`src/hw/rtl/sdaf_pkg.sv`:
```
// Shared constants and types for the signed decimal ASCII formatter.
`default_nettype none

package sdaf_pkg;

  localparam int unsigned MAX_DIGITS = 10;
  localparam int unsigned DIGIT_W    = 4;
  localparam int unsigned CNT_W      = 4;
  localparam int unsigned DIGITS_W   = MAX_DIGITS * DIGIT_W;
  localparam int unsigned VALUE_W    = 32;
  localparam int unsigned PROD_W     = 2 * VALUE_W;
  localparam int unsigned QUOT_SHIFT = 35;
  localparam int unsigned CODE_W     = 6;

  localparam logic [VALUE_W-1:0] RECIP_TEN  = 32'hCCCC_CCCD;
  localparam logic [CODE_W-1:0]  CODE_MINUS = 6'd45;
  localparam logic [CODE_W-1:0]  CODE_ZERO  = 6'd48;
  localparam logic [CNT_W-1:0]   LAST_CNT   = CNT_W'(MAX_DIGITS - 1);

  typedef struct packed {
    logic                neg;
    logic [CNT_W-1:0]    count;
    logic [DIGITS_W-1:0] digits;
  } sdaf_entry_t;

  typedef enum logic [3:0] {
    F_IDLE = 4'b0001,
    F_MUL  = 4'b0010,
    F_DIV  = 4'b0100,
    F_PUSH = 4'b1000
  } sdaf_front_state_t;

endpackage

`default_nettype wire

```
`src/hw/rtl/sdaf_back.sv`:
```
// Back end: sends the sign and digits of each queued number, one per cycle.
`default_nettype none

module sdaf_back (
  input  wire logic                                clk,
  input  wire logic                                rst,
  input  wire logic                                empty,
  input  wire sdaf_pkg::sdaf_entry_t               rd_entry,
  output logic                                     pop,
  output logic                                     strobe,
  output logic [sdaf_pkg::CODE_W-1:0]              char_code,
  output logic                                     is_last
);

  logic                          active;
  logic                          neg_pend;
  logic [sdaf_pkg::CNT_W-1:0]    remain;
  logic [sdaf_pkg::DIGITS_W-1:0] shift;
  logic                          finishing;

  assign finishing = active && !neg_pend && (remain == 4'd1);
  assign pop       = !empty && (!active || finishing);

  always_ff @(posedge clk) begin
    if (rst) begin
      active <= 1'b0;
      strobe <= 1'b0;
    end else begin
      strobe <= active;
      if (pop) begin
        active <= 1'b1;
      end else if (finishing) begin
        active <= 1'b0;
      end
    end
  end

  always_ff @(posedge clk) begin
    if (active) begin
      if (neg_pend) begin
        char_code <= sdaf_pkg::CODE_MINUS;
        is_last   <= 1'b0;
      end else begin
        char_code <= sdaf_pkg::CODE_ZERO + {2'b00, shift[sdaf_pkg::DIGIT_W-1:0]};
        is_last   <= (remain == 4'd1);
      end
    end
    if (pop) begin
      neg_pend <= rd_entry.neg;
      remain   <= rd_entry.count;
      shift    <= rd_entry.digits;
    end else if (active) begin
      if (neg_pend) begin
        neg_pend <= 1'b0;
      end else begin
        shift  <= {{sdaf_pkg::DIGIT_W{1'b0}},
                   shift[sdaf_pkg::DIGITS_W-1:sdaf_pkg::DIGIT_W]};
        remain <= remain - 4'd1;
      end
    end
  end

endmodule

`default_nettype wire

```
`config.mk`:
```
export PLATFORM = sky130hd
export DESIGN_NAME = sdaf_back
export DESIGN_NICKNAME = d
export VERILOG_FILES = /design/src/hw/rtl/sdaf_pkg.sv /design/src/hw/rtl/sdaf_back.sv
export SDC_FILE = /design/constraint.sdc
export NUM_CORES = 1
export LEC_CHECK = 0
export BUFFER_PORTS_ARGS = -buffer_cell sky130_fd_sc_hd__buf_2
export CAP_MARGIN = 30
export CORE_ASPECT_RATIO = 0.6
export CORE_MARGIN = 3
export CORE_UTILIZATION = 54
export DETAILED_ROUTE_END_ITERATION = 12
export PLACE_DENSITY = 0.81
export SLEW_MARGIN = 20
export SYNTH_ARGS = -nofsm -noshare
export SYNTH_HDL_FRONTEND = slang
export SYNTH_SLANG_ARGS = --single-unit
```
`constraint.sdc`:
```
create_clock -name clk -period 10.09 [get_ports clk]
set_clock_uncertainty 0.2 [all_clocks]
set_input_delay 2.018 -clock clk [delete_from_list [all_inputs] [get_ports clk]]
set_output_delay 2.018 -clock clk [all_outputs]
set_load 0.02 [all_outputs]
```
==> metrics.yaml <==
clock_network:
  cts_resized: 0
  clkLatencyLatePin_ns: 0.30
  clk_pin_slew_ns: 0.10
  cts_hold_buf: 0
  post-cts-setup-buffers: 0
  cts_buffers: 5
  cts_root_buf: "clkbuf_8"
  cts_tree: "built"
  h-tree-depth: 2
  clockBufferDepth: 2
  clock_sinks: 53
critical_path:
  cp-end-kind: "output port"
  critPathArrivalTime_ns: 2.43
  worst_setup_path_start_kind: "input port"
  cp.required_ns: 7.87
  cp_max_fo: 3
  path_class: "input port to output port"
sta:
  setup_viol: 0
  post-route-min-period_ns: 4.65
  rsz0062_at_grt: "no"
  worst_pin_slew_ns: 0.660
  slew_viol_final: 0
  setup-tns-final_ns: 0
  max_slew_margin_pct: 55.9
  period_share_pct: 46.1
  hold_violations: 0
  fmax_mhz: 215
yosys:
  yosys_warnings: 0
  ys_types: 20
  synth_area_leaders: "edfxtp_1, mux2_2, buf_6"
  syn_avg_cell_area_um2: 18.1
  yosys_register_bits: 53
  synth_top_area_cell: "edfxtp_1"
  synth.top_cell.area_share_pct: 67.8
  netlist_instances: 125
  synthesis.area_mm2: 0.00226
  synth-seq-area-share_pct: 69.6
  syn_nets: 175
finish:
  nets: 234
  drive_above_1_share_pct: 59.5
  final_common_cell: "buf_2"
  stdcell_count: 242
  filler_cell_count: 278
  n_antenna_cell: 0
  area_delta_synth_final_pct: 18.2
  seqCellArea_mm2: 0.00157
  final_cell_mix: "buf_2, edfxtp_1, mux2_2"
  multi_input_area_um2: 627
grt:
  grt_pass1_wl_um: 5700
  antenna_found_initial: 0
  overflow: 0
  grt_usage_pct: 15.4
  grt_start_max_net_pins: 46
  grt_pass1_vias: 1255
detailed_routing:
  via_per_inst: 4.94
  drt_first_pass_iters: 4
  wl_um: 3490
  antenna_left: 0
  drt_iter0_markers: 34
  route.detailed.wl_per_inst_um: 14.4
  post-route-drc-count: 0
  vias: 1196
run_status:
  status: "finished, final reports clean"
pwr:
  p_leak_nw: 1.05
  p_per_area_mw_per_mm2: 177
  ir_drop_mv: 0.0851
flow_run:
  drv_cap: 0
die:
  coreArea_mm2: 0.00385
  fp.dieH_um: 56.1
  die_area_mm2: 0.00502
  die_w_um: 89.5
  rows: 17
  ios: 57
  start_util_pct: 58.7
place:
  dpl.hpwl_um: 2510
  numPlacedInstances: 234
  gp_congestion: 0.731
  io_buffers: 55
hold_path:
  worst_hold_path_type: "register to register"
==> per-stage QoR <==
step	utilization [%]	worst slack, ns	instance area [µm²]	hold WS [ns]	power [W]
after floorplan	-	4.04	2260	0.279	0.000343
after global placement	67.0	5.44	2580	0.286	0.000357
after detailed placement	67.0	5.44	2580	0.288	0.000364
after CTS	69.4	5.44	2670	0.307	0.000480
after global routing	69.4	5.41	2670	0.319	0.000500
final	69.4	5.44	2670	0.303	0.000474
==> registers in the layout, summed over array words and instances (netlist names) <==
name       flops
active         1
char_code      5
is_last        1
neg_pend       1
remain         4
shift         40
strobe         1
==> worst paths after layout <==
path                                      to  depth (start not counted)  slack [ns]      start
worst max-delay path                     pop                          3        5.44      empty
worst min-delay path            char_code[3]                          1        0.30   shift[3]
worst max register to register      shift[2]                          6        7.48  remain[1]
worst min register to register  char_code[3]                          1        0.30   shift[3]
==> synthesized netlist by cell type <==
cell / n
a21oi_1: 1
nand2_1: 1
buf_4: 1
ha_1: 2
a21boi_0: 1
or2_2: 3
buf_6: 4
nor2b_1: 2
xor2_1: 2
or4b_4: 1
edfxtp_1: 51
dfxtp_1: 2
inv_1: 5
nor3_1: 1
a21oi_4: 1
mux2_2: 39
mux2i_1: 1
conb_1: 1
and2_1: 5
nand2b_1: 1
==> layout make-up <==
| class | instances | share of cell area (%) |
|---|---|---|
| Inverter | 5 | 0.703 |
| Clock inverter | 3 | 0.843 |
| Clock buffer | 5 | 2.58 |
| Multi-Input combinational cell | 62 | 23.5 |
| Tap cell | 57 | 2.67 |
| Sequential cell | 53 | 58.9 |
| Timing Repair Buffer | 57 | 10.9 |
==> logic make-up after synthesis <==
| kind of cell | share of synthesized area (%) |
|---|---|
| flops | 69.6 |
| mux | 19.9 |
| simple gates | 4.04 |
| buf+inv | 3.16 |
| compound gates | 1.27 |
| fa+ha+maj | 1.11 |
| xor+xnor | 0.776 |
| other cells | 0.166 |
==> where the power goes <==
group	total, W	internal, W	switching (W)
sequential	0.000291	0.000280	0.0000112
clock	0.000116	0.0000487	0.0000675
combinational	0.0000663	0.0000368	0.0000295
total	0.000474	0.000365	0.000108
==> per-layer routing <==
metal  share of wire, %  vias to the layer above  GRT usage, %
li1                   -                      580             -
met1                 43                      559          18.4
met2                 49                       48          25.0
met3                6.8                        9          5.62
met4                1.7                        0          6.37
met5                  0                        -             0
==> worst max-delay path, stage by stage <==
cell	delay, ns
buf_2	0.13
a21oi_4	0.11
buf_2	0.18
Note: power is estimated with default switching activity, not from simulation.
