**config.mk**
```make
export PLATFORM = sky130hd
export DESIGN_NAME = sdaf_queue
export DESIGN_NICKNAME = d
export VERILOG_FILES = /design/src/hw/rtl/sdaf_pkg.sv /design/src/hw/rtl/sdaf_queue.sv
export SDC_FILE = /design/constraint.sdc
export NUM_CORES = 1
export LEC_CHECK = 0
export BUFFER_PORTS_ARGS = -buffer_cell sky130_fd_sc_hd__buf_4
export CAP_MARGIN = 30
export CELL_PAD_IN_SITES_DETAIL_PLACEMENT = 1
export CELL_PAD_IN_SITES_GLOBAL_PLACEMENT = 1
export CORE_UTILIZATION = 48
export CTS_CLUSTER_DIAMETER = 120
export DETAILED_ROUTE_END_ITERATION = 10
export PLACE_DENSITY_LB_ADDON = 0.08
export SYNTH_ARGS = -nofsm -noshare
export SYNTH_HDL_FRONTEND = slang
export SYNTH_SLANG_ARGS = --single-unit
```
**constraint.sdc**
```tcl
create_clock -name clk -period 4.2 [get_ports clk]
set_input_delay 0.63 -clock clk [delete_from_list [all_inputs] [get_ports clk]]
set_output_delay 0.63 -clock clk [all_outputs]
set_load 0.1 [all_outputs]
```
**src/hw/rtl/sdaf_pkg.sv**
```systemverilog
// Shared constants and types for the signed decimal ASCII formatter.
`default_nettype none

package sdaf_pkg;

  localparam int unsigned MAX_DIGITS = 10;
  localparam int unsigned DIGIT_W    = 4;
  localparam int unsigned CNT_W      = 4;
  localparam int unsigned DIGITS_W   = MAX_DIGITS * DIGIT_W;
  localparam int unsigned VALUE_W    = 32;
  localparam int unsigned PROD_W     = 2 * VALUE_W;
  localparam int unsigned QUOT_SHIFT = 35;
  localparam int unsigned CODE_W     = 6;

  localparam logic [VALUE_W-1:0] RECIP_TEN  = 32'hCCCC_CCCD;
  localparam logic [CODE_W-1:0]  CODE_MINUS = 6'd45;
  localparam logic [CODE_W-1:0]  CODE_ZERO  = 6'd48;
  localparam logic [CNT_W-1:0]   LAST_CNT   = CNT_W'(MAX_DIGITS - 1);

  typedef struct packed {
    logic                neg;
    logic [CNT_W-1:0]    count;
    logic [DIGITS_W-1:0] digits;
  } sdaf_entry_t;

  typedef enum logic [3:0] {
    F_IDLE = 4'b0001,
    F_MUL  = 4'b0010,
    F_DIV  = 4'b0100,
    F_PUSH = 4'b1000
  } sdaf_front_state_t;

endpackage

`default_nettype wire

```
**src/hw/rtl/sdaf_queue.sv**
```systemverilog
// Two-entry queue of converted numbers between the front and back ends.
`default_nettype none

module sdaf_queue (
  input  wire logic                  clk,
  input  wire logic                  rst,
  input  wire logic                  push,
  input  wire sdaf_pkg::sdaf_entry_t wr_entry,
  output logic                       full,
  input  wire logic                  pop,
  output sdaf_pkg::sdaf_entry_t      rd_entry,
  output logic                       empty
);

  sdaf_pkg::sdaf_entry_t slots [2];
  logic       wr_ptr;
  logic       rd_ptr;
  logic [1:0] count;

  assign full     = (count == 2'd2);
  assign empty    = (count == 2'd0);
  assign rd_entry = slots[rd_ptr];

  always_ff @(posedge clk) begin
    if (push) begin
      slots[wr_ptr] <= wr_entry;
    end
  end

  always_ff @(posedge clk) begin
    if (rst) begin
      wr_ptr <= 1'b0;
      rd_ptr <= 1'b0;
      count  <= 2'd0;
    end else begin
      if (push) wr_ptr <= ~wr_ptr;
      if (pop) rd_ptr <= ~rd_ptr;
      count <= count + {1'b0, push} - {1'b0, pop};
    end
  end

`ifndef SYNTH
  a_no_push_full: assert property (@(posedge clk) disable iff (rst) push |-> !full)
    else $error("transfer into full queue");
  a_no_pop_empty: assert property (@(posedge clk) disable iff (rst) pop |-> !empty)
    else $error("transfer out of empty queue");
  a_count_range: assert property (@(posedge clk) disable iff (rst) count <= 2'd2)
    else $error("queue count out of range");
  a_pop_drains: assert property (@(posedge clk) disable iff (rst)
      (pop && !push) |=> (count == $past(count) - 2'd1))
    else $error("queue count not decremented");
`endif

endmodule

`default_nettype wire

```
==> impl_metrics.csv <==
group,metric,value,unit
status,run_status,"completed",
drt,num_vias,1789,
drt,wirelength,6.483,mm
min_path,hold_path_depth,1,
clocking,cts_tree,"done",
finish,final_cell_area,4710,um2
drt,drtIter0Drc,51,
critical_path,cp.arrival,2.05,ns
drt,drc_errors,0,
drt,antenna_left,0,
critical_path,reg2reg_depth,2,
floorplanning,core,7331,um2
logic_synthesis,syn-num-nets,212,
pwr,ir_worst_vdd,0.2782,mV
logic_synthesis,synth_warnings,0,
drt,wl_per_cell,17.52,um
finish,num-fill-cells,630,
clocking,holdBufCountCts,0,
critical_path,worstReg2RegStart,"wr_ptr",
logic_synthesis,synth_edf_count,90,
logic_synthesis,synth_top_area_share,73.69,%
finish,antenna_cells,0,
critical_path,rr_endpoint,"slots[0][27]",
grt,grt_max_degree,34,
floorplanning,die_y,89.41,um
clocking,postCtsSetupRepairBufs,0,
logic_synthesis,ys_ff_latch,95,
grt,grt_usage,16.50,%
sta,setup_viol_count_final,0,
sta,max_freq,0.3732,GHz
logic_synthesis,post_synth.cell_area_avg,22.78,um2
drt,viasPerCell,4.835,
critical_path,criticalPathCategory,"flop to primary output",
sta,hold_viol,0,
drt,first_pass_iters,4,
clocking,cts_made_buffers,9,
placed_design,dpl_cell_area,4466,um2
logic_synthesis,async_reset_ff_share,0,%
sta,period_minus_slack,2.680,ns
pwr,powerDensity,535.6,nW/um2
clocking,cts-resized-gates,0,
min_path,holdCritStartpoint,"wr_entry[13]",
critical_path,crit_path_end_kind,"primary output",
placed_design,port_buffers,95,
clocking,cts_sinks,95,
finish,postLayoutCoreUtil,64.24,%
floorplanning,io_pins,96,
min_path,worstHoldEndpoint,"slots[1][13]",
logic_synthesis,yosysMostFrequentCell,"edfxtp_1",
placed_design,place_hpwl,4.426,mm
floorplanning,start_util,50.03,%
sta,finalCritPeriodShare,63.80,%
finish,stdcell_count,370,
sta,slew_headroom,40.88,%
logic_synthesis,synth_common_cells,"edfxtp_1 (90), mux2_4 (40), dfxtp_1 (5), mux2_2 (5), nor2_1 (5)",
floorplanning,std_cell_rows,31,
clocking,clkLatencyLatePin,0.35,ns
finish,seq_area,2804,um2
logic_synthesis,synth_top_area_cell,"edfxtp_1",
sta,rsz0062_at_grt,"false",
min_path,worstHoldPathType,"primary input to flop",
logic_synthesis,synthDistinctLibCells,13,
clocking,cts_root_buffer,"clkbuf_8",
grt,grt_pass1_vias,1849,
sta,finalClockSkew,0.006997,ns
critical_path,crit_required,3.57,ns
critical_path,cpMostUsedCell,"buf_4",
clocking,cts.clk_slew.worst_paths,0.09,ns
logic_synthesis,netlist_area,3667,um2
grt,antenna_found_initial,0,
sta,holdWs,0.4581,ns
sta,worst_pin_slew,0.8850,ns
grt,grt_pass1_wl,9.190,mm
critical_path,worst-path-max-fanout,17,
finish,nNetsFinal,317,
critical_path,max_stage_delay,0.68,ns
critical_path,r2r_slack,2.41,ns
logic_synthesis,syn_inst,161,
logic_synthesis,synth_top_flop_cell,"edfxtp_1",
sta,setup_tns,0,ns
sta,slew_viol_final,0,
floorplanning,die_w,89.41,um
critical_path,worstPathCellList,"buf_4 -> mux2_2 -> buf_4",
logic_synthesis,ys_seq_area_share,76.42,%
pwr,p_leak,0.001870,uW
finish,multi_input_area,774.5,um2
placed_design,place.gp.congestion,0.6637,
critical_path,cp-start-kind,"flop",
finish,areaGrowthSynthToFinish,28.42,%
critical_path,crit_slowest_cell,"dfxtp_2",
placed_design,post-place-cells,354,
finish,drive_gt1_share,60.15,%
floorplanning,dieArea,7993,um2
clocking,max-clock-path-buffers,2,
grt,grt_overflow,0,
clocking,htree_levels,3,
logic_synthesis,synth.area.top_cells,"edfxtp_1 (74%), mux2_4 (16%), dfxtp_1 (2.7%)",
flow_run,max_cap_viol_count,0,
-- worst max path at each step --
stage / startpoint / to / slack [ns] / depth (start not counted)
4_1_cts: flop / rd_entry[1] / 1.48 / 3
3_5_place_dp: flop / rd_entry[1] / 1.87 / 3
2_1_floorplan: push / slots[0][0] / 1.11 / 1
6_report: flop / rd_entry[1] / 1.52 / 3
5_1_grt: flop / rd_entry[2] / 1.42 / 3
3_3_place_gp: flop / rd_entry[1] / 1.88 / 3
-- per-stage QoR --
step	setup WS, ns	total power (uW)
final	1.520	2523
after global routing	1.419	2593
after CTS	1.481	2541
after detailed placement	1.869	1839
after global placement	1.879	1826
after floorplan	1.114	1703
-- where the power goes --
part | internal [uW] | switching [uW]
clock | 397 | 314
combinational | 189 | 491
sequential | 1100 | 27.6
-- registers in the layout, indices dropped and copies added (netlist names), named ones only --
name	count
slots	90
count	2
rd_ptr	1
wr_ptr	1
-- metal layers --
metal | vias up | wire length (um) | GRT usage (%)
met5 | - | 0 | 0
met4 | 0 | 92 | 6.926
met3 | 9 | 370 | 4.524
met2 | 55 | 3454 | 30.12
met1 | 891 | 2566 | 18.06
li1 | 834 | - | -
-- final cells by class --
type,count,share of cell area [%]
Clock buffer,9,2.630
Clock inverter,7,2.550
Inverter,2,0.1594
Multi-Input combinational cell,59,16.45
Sequential cell,95,59.54
Tap cell,99,2.630
Timing Repair Buffer,99,16.05
-- cell usage in the layout, fill, tap and decap left out, types with 2 or more instances in the layout --
cell type / Yosys / routed
buf_4: 0 / 98
clkbuf_8: 0 / 9
bufinv_16: 0 / 3
nor2_1: 5 / 5
xnor2_1: 2 / 2
ha_1: 2 / 2
mux2_2: 5 / 5
edfxtp_1: 90 / 90
dfxtp_1: 5 / 4
inv_1: 2 / 2
nor2b_1: 3 / 2
mux2_4: 40 / 40
-- critical path, delay by kind of cell, from the launching register on --
| family | cells | cell delay (ns) |
|---|---|---|
| buf+inv | 2 | 0.63 |
| mux | 1 | 0.37 |
| flops | 1 | 0.68 |
-- logic make-up (layout without fill, tap and decap cells) --
logic type	Yosys count	after routing	share of synthesized area, %
xor+xnor	3	3	1.092
fa+ha+maj	2	2	0.6823
buf+inv	7	117	2.695
flops	95	95	76.42
mux	45	45	17.91
simple gates	9	9	1.194
Note: power is estimated with default switching activity, not from simulation.
